`config.mk`:
```
export PLATFORM = sky130hd
export DESIGN_NAME = sem_back
export DESIGN_NICKNAME = d
export VERILOG_FILES = /design/src/rtl/sobel_edge_magnitude_top_macros.svh /design/src/rtl/sem_pkg.sv /design/src/rtl/sem_back.sv
export SDC_FILE = /design/constraint.sdc
export NUM_CORES = 2
export LEC_CHECK = 0
export ABC_CLOCK_PERIOD_IN_PS = 26700
export BUFFER_PORTS_ARGS = -buffer_cell sky130_fd_sc_hd__buf_2
export CORE_MARGIN = 1.5
export CORE_UTILIZATION = 35
export CTS_CLUSTER_SIZE = 24
export DETAILED_ROUTE_END_ITERATION = 12
export PLACE_DENSITY = 0.55
export SETUP_SLACK_MARGIN = 0.05
export SLEW_MARGIN = 20
export SYNTH_ARGS = -nofsm -noshare
export SYNTH_HDL_FRONTEND = slang
export SYNTH_SLANG_ARGS = --single-unit
```
`constraint.sdc`:
```
create_clock -name clock -period 26.7 [get_ports clock]
set_input_delay 2.67 -clock clock [delete_from_list [all_inputs] [get_ports clock]]
set_output_delay 2.67 -clock clock [all_outputs]
set_load 0.02 [all_outputs]
```
`src/rtl/sobel_edge_magnitude_top_macros.svh`:
```
// assertion macros for the sobel edge magnitude block
`ifndef SOBEL_EDGE_MAGNITUDE_TOP_MACROS_SVH
`define SOBEL_EDGE_MAGNITUDE_TOP_MACROS_SVH

// condition implies consequence in the same cycle
`define SEM_ASSERT_SAME(label, clk, rst, cond, cons, msg) \
   label: assert property (@(posedge clk) disable iff (rst) (cond) |-> (cons)) \
      else $error(msg);

// condition implies consequence in the next cycle
`define SEM_ASSERT_NEXT(label, clk, rst, cond, cons, msg) \
   label: assert property (@(posedge clk) disable iff (rst) (cond) |=> (cons)) \
      else $error(msg);

`endif

```
`src/rtl/sem_pkg.sv`:
```
// shared constants, types and kernels of the sobel edge magnitude block
package sem_pkg;

   localparam int MAX_WIDTH  = 1024;
   localparam int MAX_HEIGHT = 1024;

   localparam int COL_W     = $clog2(MAX_WIDTH);
   localparam int WCNT_W    = $clog2(MAX_WIDTH + 1);
   localparam int ROW_W     = $clog2(MAX_HEIGHT + 1);
   localparam int CFG_W     = 11;
   localparam int CSR_IDX_W = 2;
   localparam int CH_W      = 8;
   localparam int PIX_W     = 3 * CH_W;
   localparam int GRAD_W    = 11;
   localparam int ACC_W     = 12;
   localparam int SQ_W      = 20;
   localparam int SUM_W     = 21;
   localparam int RAD_W     = 16;
   localparam int ROOT_ITER = RAD_W / 2;
   localparam int ITER_W    = $clog2(ROOT_ITER);
   localparam int REM_W     = 10;
   localparam int QDEPTH    = 2;
   localparam int QPTR_W    = $clog2(QDEPTH);
   localparam int QCNT_W    = $clog2(QDEPTH + 1);

   localparam logic [SUM_W-1:0] SAT_LIMIT = SUM_W'(65280);
   localparam logic [CH_W-1:0]  MAG_MAX   = 8'd255;

   localparam logic [CSR_IDX_W-1:0] CSR_FRAME_WIDTH  = 2'd0;
   localparam logic [CSR_IDX_W-1:0] CSR_FRAME_HEIGHT = 2'd1;

   localparam logic [CFG_W-1:0] WIDTH_RESET  = 11'd640;
   localparam logic [CFG_W-1:0] HEIGHT_RESET = 11'd480;

   typedef logic signed [2:0] coef_type;

   // row-major 3x3 kernels
   localparam coef_type KERN_X [9] = '{-3'sd1, 3'sd0, 3'sd1,
                                       -3'sd2, 3'sd0, 3'sd2,
                                       -3'sd1, 3'sd0, 3'sd1};
   localparam coef_type KERN_Y [9] = '{-3'sd1, -3'sd2, -3'sd1,
                                       3'sd0, 3'sd0, 3'sd0,
                                       3'sd1, 3'sd2, 3'sd1};

   typedef logic [PIX_W-1:0] pix_type;
   typedef logic [8:0][PIX_W-1:0] win_type;

   typedef struct packed {
      win_type win;
      logic    last;
      logic    fend;
   } job_type;

   typedef struct packed {
      logic              full;
      logic              empty;
      logic [QCNT_W-1:0] count;
   } q_stat_type;

   typedef struct packed {
      logic                 valid;
      logic [CSR_IDX_W-1:0] index;
      logic [CFG_W-1:0]     data;
   } csr_wr_type;

endpackage

```
`src/rtl/sem_back.sv`:
```
// back end: gradients, squares, bit-serial rounded square root, result register
module sem_back (
   input  logic                clock,
   input  logic                reset,
   input  sem_pkg::job_type    q_head,
   input  sem_pkg::q_stat_type q_stat,
   output logic                q_pop,
   output logic                rsp_valid,
   input  logic                rsp_ready,
   output logic [7:0]          rsp_red_out,
   output logic [7:0]          rsp_green_out,
   output logic [7:0]          rsp_blue_out,
   output logic                rsp_last_of_run,
   output logic                rsp_frame_end
);
   import sem_pkg::*;

   typedef enum logic [2:0] {B_IDLE, B_SQ, B_SUM, B_ROOT, B_DONE} bstate_type;

   bstate_type               state_ff, state_in;
   logic signed [GRAD_W-1:0] gx_ff [3];
   logic signed [GRAD_W-1:0] gx_in [3];
   logic signed [GRAD_W-1:0] gy_ff [3];
   logic signed [GRAD_W-1:0] gy_in [3];
   logic [SQ_W-1:0]          sqx_ff [3];
   logic [SQ_W-1:0]          sqx_in [3];
   logic [SQ_W-1:0]          sqy_ff [3];
   logic [SQ_W-1:0]          sqy_in [3];
   logic [RAD_W-1:0]         rad_ff [3];
   logic [RAD_W-1:0]         rad_in [3];
   logic [REM_W-1:0]         rem_ff [3];
   logic [REM_W-1:0]         rem_in [3];
   logic [CH_W-1:0]          root_ff [3];
   logic [CH_W-1:0]          root_in [3];
   logic [2:0]               sat_ff, sat_in;
   logic [ITER_W-1:0]        iter_ff, iter_in;
   logic                     last_ff, last_in;
   logic                     fend_ff, fend_in;
   logic                     valid_ff, valid_in;
   logic [CH_W-1:0]          out_ff [3];
   logic [CH_W-1:0]          out_in [3];
   logic                     olast_ff, olast_in;
   logic                     ofend_ff, ofend_in;

   logic signed [ACC_W-1:0]  acc_x [3];
   logic signed [ACC_W-1:0]  acc_y [3];
   logic [SUM_W-1:0]         sum_s [3];
   logic [REM_W+1:0]         rem_sh [3];
   logic [REM_W+1:0]         trial [3];
   logic [CH_W-1:0]          mag [3];
   logic                     out_free;

   assign out_free = !valid_ff || rsp_ready;
   assign q_pop    = (state_ff == B_IDLE) && !q_stat.empty;

   // 3x3 correlation with both kernels for each color channel
   always_comb begin
      for (int ch = 0; ch < 3; ch++) begin
         acc_x[ch] = '0;
         acc_y[ch] = '0;
         for (int k = 0; k < 9; k++) begin
            acc_x[ch] = acc_x[ch] + ACC_W'(signed'({4'b0, q_head.win[k][16-8*ch +: 8]})
                                          * KERN_X[k]);
            acc_y[ch] = acc_y[ch] + ACC_W'(signed'({4'b0, q_head.win[k][16-8*ch +: 8]})
                                          * KERN_Y[k]);
         end
         sum_s[ch]  = SUM_W'(sqx_ff[ch]) + SUM_W'(sqy_ff[ch]);
         rem_sh[ch] = {rem_ff[ch], rad_ff[ch][RAD_W-1 -: 2]};
         trial[ch]  = (REM_W+2)'({root_ff[ch], 2'b01});
         // round half up from the exact remainder
         if (sat_ff[ch]) begin
            mag[ch] = MAG_MAX;
         end else if (REM_W'(root_ff[ch]) < rem_ff[ch]) begin
            mag[ch] = root_ff[ch] + CH_W'(1);
         end else begin
            mag[ch] = root_ff[ch];
         end
      end
   end

   always_comb begin
      state_in = state_ff;
      gx_in    = gx_ff;
      gy_in    = gy_ff;
      sqx_in   = sqx_ff;
      sqy_in   = sqy_ff;
      rad_in   = rad_ff;
      rem_in   = rem_ff;
      root_in  = root_ff;
      sat_in   = sat_ff;
      iter_in  = iter_ff;
      last_in  = last_ff;
      fend_in  = fend_ff;
      valid_in = valid_ff;
      out_in   = out_ff;
      olast_in = olast_ff;
      ofend_in = ofend_ff;

      if (valid_ff && rsp_ready) begin
         valid_in = 1'b0;
      end

      case (state_ff)
         B_IDLE: begin
            if (q_pop) begin
               for (int ch = 0; ch < 3; ch++) begin
                  gx_in[ch] = GRAD_W'(acc_x[ch]);
                  gy_in[ch] = GRAD_W'(acc_y[ch]);
               end
               last_in  = q_head.last;
               fend_in  = q_head.fend;
               state_in = B_SQ;
            end
         end
         B_SQ: begin
            for (int ch = 0; ch < 3; ch++) begin
               sqx_in[ch] = SQ_W'(gx_ff[ch] * gx_ff[ch]);
               sqy_in[ch] = SQ_W'(gy_ff[ch] * gy_ff[ch]);
            end
            state_in = B_SUM;
         end
         B_SUM: begin
            for (int ch = 0; ch < 3; ch++) begin
               sat_in[ch]  = sum_s[ch] > SAT_LIMIT;
               rad_in[ch]  = RAD_W'(sum_s[ch]);
               rem_in[ch]  = '0;
               root_in[ch] = '0;
            end
            iter_in  = '0;
            state_in = B_ROOT;
         end
         B_ROOT: begin
            // two radicand bits per step, one root bit out
            for (int ch = 0; ch < 3; ch++) begin
               rad_in[ch] = rad_ff[ch] << 2;
               if (rem_sh[ch] >= trial[ch]) begin
                  rem_in[ch]  = REM_W'(rem_sh[ch] - trial[ch]);
                  root_in[ch] = {root_ff[ch][CH_W-2:0], 1'b1};
               end else begin
                  rem_in[ch]  = REM_W'(rem_sh[ch]);
                  root_in[ch] = {root_ff[ch][CH_W-2:0], 1'b0};
               end
            end
            iter_in = iter_ff + ITER_W'(1);
            if (int'(iter_ff) == ROOT_ITER - 1) begin
               state_in = B_DONE;
            end
         end
         B_DONE: begin
            if (out_free) begin
               out_in   = mag;
               olast_in = last_ff;
               ofend_in = fend_ff;
               valid_in = 1'b1;
               state_in = B_IDLE;
            end
         end
         default: state_in = B_IDLE;
      endcase
   end

   always_ff @(posedge clock) begin
      if (reset) begin
         state_ff <= B_IDLE;
         valid_ff <= 1'b0;
         iter_ff  <= '0;
      end else begin
         state_ff <= state_in;
         valid_ff <= valid_in;
         iter_ff  <= iter_in;
      end
      gx_ff    <= gx_in;
      gy_ff    <= gy_in;
      sqx_ff   <= sqx_in;
      sqy_ff   <= sqy_in;
      rad_ff   <= rad_in;
      rem_ff   <= rem_in;
      root_ff  <= root_in;
      sat_ff   <= sat_in;
      last_ff  <= last_in;
      fend_ff  <= fend_in;
      out_ff   <= out_in;
      olast_ff <= olast_in;
      ofend_ff <= ofend_in;
   end

   assign rsp_valid       = valid_ff;
   assign rsp_red_out     = out_ff[0];
   assign rsp_green_out   = out_ff[1];
   assign rsp_blue_out    = out_ff[2];
   assign rsp_last_of_run = olast_ff;
   assign rsp_frame_end   = ofend_ff;

endmodule

```
After elaboration in Yosys (flattened, before gate mapping)
Index checks and enable logic that the tools add are counted.

word-level totals
  bits in registers = 326
  bits of input ports = 225

cells by class
  $add $sub $neg = 55
  multiply operators = 6
  magnitude comparators = 9
  equality and inequality tests = 8
  muxes and demuxes = 20
  reduce and logical (&&, ||, !) cells = 10

operators by type and width
  operator              number
  $add 11x11->11        12
  $add 11x9->11         12
  $mul 11x11->20        6
  $neg 8->11            9
  $pmux 48 s2           1
  $add 11x10->11        6
  $add 20x20->21        3
  $gt 21x16->1 const B  3
  $neg 8->10            6
  $pmux 30 s2           1
  $pmux 24 s2           1
  $ge 12x10->1          3
  $lt 8x10->1           3
  $mux 10               3
  $sub 10x10->10        3
  $add 8x1->8 const B   3
  $mux 8                3
  $pmux 3 s5            1
  $mux 3                3
  $eq 3x1->1 const B    2
  $eq 3x2->1 const B    2
  $mux 1                6
  $ne 2x2->1 const B    3
  $pmux 3 s2            1
  9 further kinds       12

Logic depth before layout (Yosys ltp)
  depth in word-level cells = 6
  depth in mapped cells = 22
  gate-level depth less buffers = 21

Worst setup path after synthesis
OpenSTA, ideal clock, no wires.

  path type = input port to output port
  start = input port q_stat[2] (netlist name)
  end = output port q_pop
  arrival = 9363 ps
  slack = 14667 ps
  stages on the path = 1
  buffers on the path = 0
  cell sequence = nor4_1

between the ends
  longest elaborated chain between the ends = 2

ends and longest elaborated chain
  element            RTL line        text
  start, declared    sem_back.sv:6   input sem_pkg::q_stat_type q_stat,
  $logic_not 1->1    sem_back.sv:54  assign q_pop = (state_ff == B_IDLE) && !q_stat.empty;
  $logic_and 1x1->1  sem_back.sv:54
  end, declared      sem_back.sv:7   output logic q_pop,

Every way passes these cells.

Worst setup path after layout
Same ends and word-level chain as after synthesis.

==> key figures <==
Status
  – Status: finished clean

CTS
  – Clock Tree Buf Depth: 3
  – Count of hold-fix buffers inserted at cts: 0
  – CTS tree: built
  – Post-CTS setup repair buffer count: 0
  – Insertion delay to the later sink of the worst-skew pair: ~600 ps
  – Library cell used as clock root buffer: sky130_fd_sc_hd__clkbuf_16
  – Number of buffers created by CTS: 43
  – CTS HTree Levels: 2
  – Clock-pin slew of the registers on the worst-case setup and hold paths: about 50 ps
  – Number of instances resized during post-cts repair: 0
  – CTS sink count: 311

Global route
  – Maximum number of pins on one net before global-route repair: 91
  – Global-route wire length before repair: roughly 160,000 um
  – GRT Overall Usage: between 10% and 20%
  – GR Overflow Total: 0
  – Number of antenna violations at the first check in global routing: 7
  – Vias in the first global route: ~32,000

Synth
  – Post-Synthesis Cells: ~4,600
  – Sequential area share after synthesis: approximately a fifth
  – Count of state elements after synthesis: between 300 and 400
  – Number of warnings reported in the yosys synthesis log: 0
  – Post-synth net total: 6,037
  – Number of enable-type register cells in the synthesized netlist: around 300
  – Summed instance area of the synthesized netlist: between 40,000 and 50,000 sq um
  – Synth top area cells: sky130_fd_sc_hd__fa_1 (33%), sky130_fd_sc_hd__edfxtp_1 (20%), sky130_fd_sc_hd__ha_1 (12%)
  – Largest area contributor in the netlist: sky130_fd_sc_hd__fa_1
  – Mean instance size in the synthesized netlist: 9.98 sq um
  – Area fraction of the dominant cell type after synthesis: about a third
  – Prevailing post-synth register cell: sky130_fd_sc_hd__edfxtp_1
  – Share of flip-flops with an asynchronous set or reset: 0%
  – Post-synth cell types: 70

Critical path
  – Endpoint type of the worst setup path: output pin
  – Kind of start point of the critical path: primary input
  – Worst setup path category: in2out
  – Arrival time at the worst endpoint: 3820 ps
  – Top fanout value on the critical path: 24
  – Critical Path RT: roughly 24,000 ps

Die
  – Standard-cell rows: between 100 and 150
  – Die H: about 370 um
  – Boundary pin count: 253
  – Die Width: ~370 um
  – Core ar.: 130,000 sq um
  – Total Die Area: approximately 130,000 sq um
  – Initial Utilization: 35.4%

Hold path
  – Type of the worst min-delay path: reg2reg

Timing
  – Min Clock Period, post-route: approximately 6500 ps
  – Number of setup violations in the final report: 0
  – Worst clock skew: between 20 and 25 ps
  – Unrepaired setup endpoints after global routing: no
  – Count of endpoints failing hold in the final timing report: 0
  – Period Utilization, post-route: about a quarter
  – Minimum setup slack in the final design: between 20,000 and 25,000 ps
  – Worst slack on hold paths: around 420 ps
  – Post-route setup TNS: 0 ps
  – Slew margin rel.: between 30% and 40%
  – Transition at the pin with the smallest max-transition slack: approximately 1000 ps
  – Achievable clock frequency: between 0.15 and 0.2 GHz
  – Final Max Slew Viols: 0

Place
  – Dpl hpwl: around 78,000 um
  – Final estimated routing congestion in global placement: between 0.8 and 0.9
  – Post-place setup slack: 19,700 ps
  – Number of input and output port buffers inserted: 225

Drt
  – Routed WL: ~93,000 um
  – Via/cell ratio: between 4 and 5
  – Vias: 29,900
  – Post-DRT Antenna Nets: 0
  – Routed WL per cell: approximately 14 um
  – Total iterations of the first detailed-routing run: 5
  – DRC: 0
  – Number of DRC markers in iteration 0: around 1,100

Finish
  – Number of filler instances in the final layout: 13,100
  – Count of nets after finishing: just over 6,000
  – Highest-count cells in the layout ignoring fill and taps: sky130_fd_sc_hd__inv_1 (1,162), sky130_fd_sc_hd__fa_1 (750), sky130_fd_sc_hd__ha_1 (453)
  – Synthesis-to-layout area growth: 9.87%
  – Most common cell after layout, fill and taps aside: sky130_fd_sc_hd__inv_1
  – Flip-flop and latch area: between 9000 and 10,000 sq um
  – Layout cell share with drive strength beyond 1: 7.34%
  – Area of the multi-input gates: 32,000 sq um

Run
  – Max cap viols: 0
-- critical path, stage by stage --
cell and delay (ps):
sky130_fd_sc_hd__buf_2 140, sky130_fd_sc_hd__nor4_2 310, sky130_fd_sc_hd__buf_4 430, sky130_fd_sc_hd__buf_2 250
-- worst paths after layout --
path	cells after the start	from	endpoint	slack [ps]
worst max register to register	20	gx_ff[11]$_DFFE_PP_	sqx_ff[39]$_DFFE_PP_	20450
worst min-delay path	0	fend_ff$_DFFE_PP_	rsp_frame_end$_DFFE_PP_	420
worst min register to register	0	fend_ff$_DFFE_PP_	rsp_frame_end$_DFFE_PP_	420
worst max-delay path	4	q_stat[2]	q_pop	20210
-- cell families after synthesis --
logic type,synth area share (%)
DFF,20.2
adders and majority gates,45.0
buffers and inverters,10.2
xor gates and xnor gates,6.96
and+or+nand+nor,10.8
muxes,0.756
AOI/OAI and AO/OA,6.11
-- area by class of cell --
type	count	share of cell area, %
well taps	1742	4.31
inverters	1165	8.66
multi-input cells	3048	63.4
diodes	2	0.00991
clock inverters	26	0.577
clock buffers	52	2.30
repair buffers	236	2.39
flip-flops and latches	311	18.3
-- state kept, by name (all words and copies together), names as in the netlist, 24 cells and up --
signal and cells:
sqx_ff 57, sqy_ff 54, rad_ff 45, gx_ff 33, gy_ff 30, rem_ff 30
root_ff 24
-- layer usage --
| layer | track usage (%) | share of wire, % |
|---|---|---|
| met5 | 0 | 0.041 |
| met4 | 3.25 | 2.0 |
| met3 | 1.96 | 3.2 |
| met1 | 19.6 | 46 |
| met2 | 25.0 | 49 |
-- per-stage QoR --
step / utilization, % / std cells / area, sq um
6_report: 38.9 / 6582 / 50500
2_1_floorplan: - / 4609 / 46000
4_1_cts: 38.9 / 6580 / 50500
3_5_place_dp: 37.7 / 6502 / 49100
5_1_grt: 38.9 / 6582 / 50500
3_3_place_gp: 37.7 / 6502 / 49100
-- synth_stat cells (all sizes together), types with 4 or more instances --
| master | n |
|---|---|
| nand2b | 42 |
| o41ai | 6 |
| o21bai | 19 |
| a31o | 7 |
| fa | 750 |
| o22ai | 4 |
| a21o | 36 |
| nand4 | 17 |
| o21a | 29 |
| a21boi | 11 |
| nor4b | 4 |
| nor2 | 251 |
| clkbuf | 82 |
| a41o | 5 |
| xor2 | 86 |
| and2 | 169 |
| a31oi | 14 |
| a21oi | 127 |
| or3 | 28 |
| nand3 | 42 |
| o211ai | 13 |
| edfxtp | 304 |
| or2 | 20 |
| o21ba | 4 |
| xnor2 | 277 |
| a211o | 8 |
| o21ai | 82 |
| o31ai | 16 |
| inv | 1163 |
| a211oi | 26 |
| dfxtp | 7 |
| nor3 | 76 |
| nor4 | 12 |
| and3 | 21 |
| nand2 | 261 |
| mux2i | 31 |
| nor2b | 70 |
| ha | 453 |
Power is left out: the tool's default activity adds up to more than one toggle a clock period on the data nets, which glitch-free logic cannot reach.
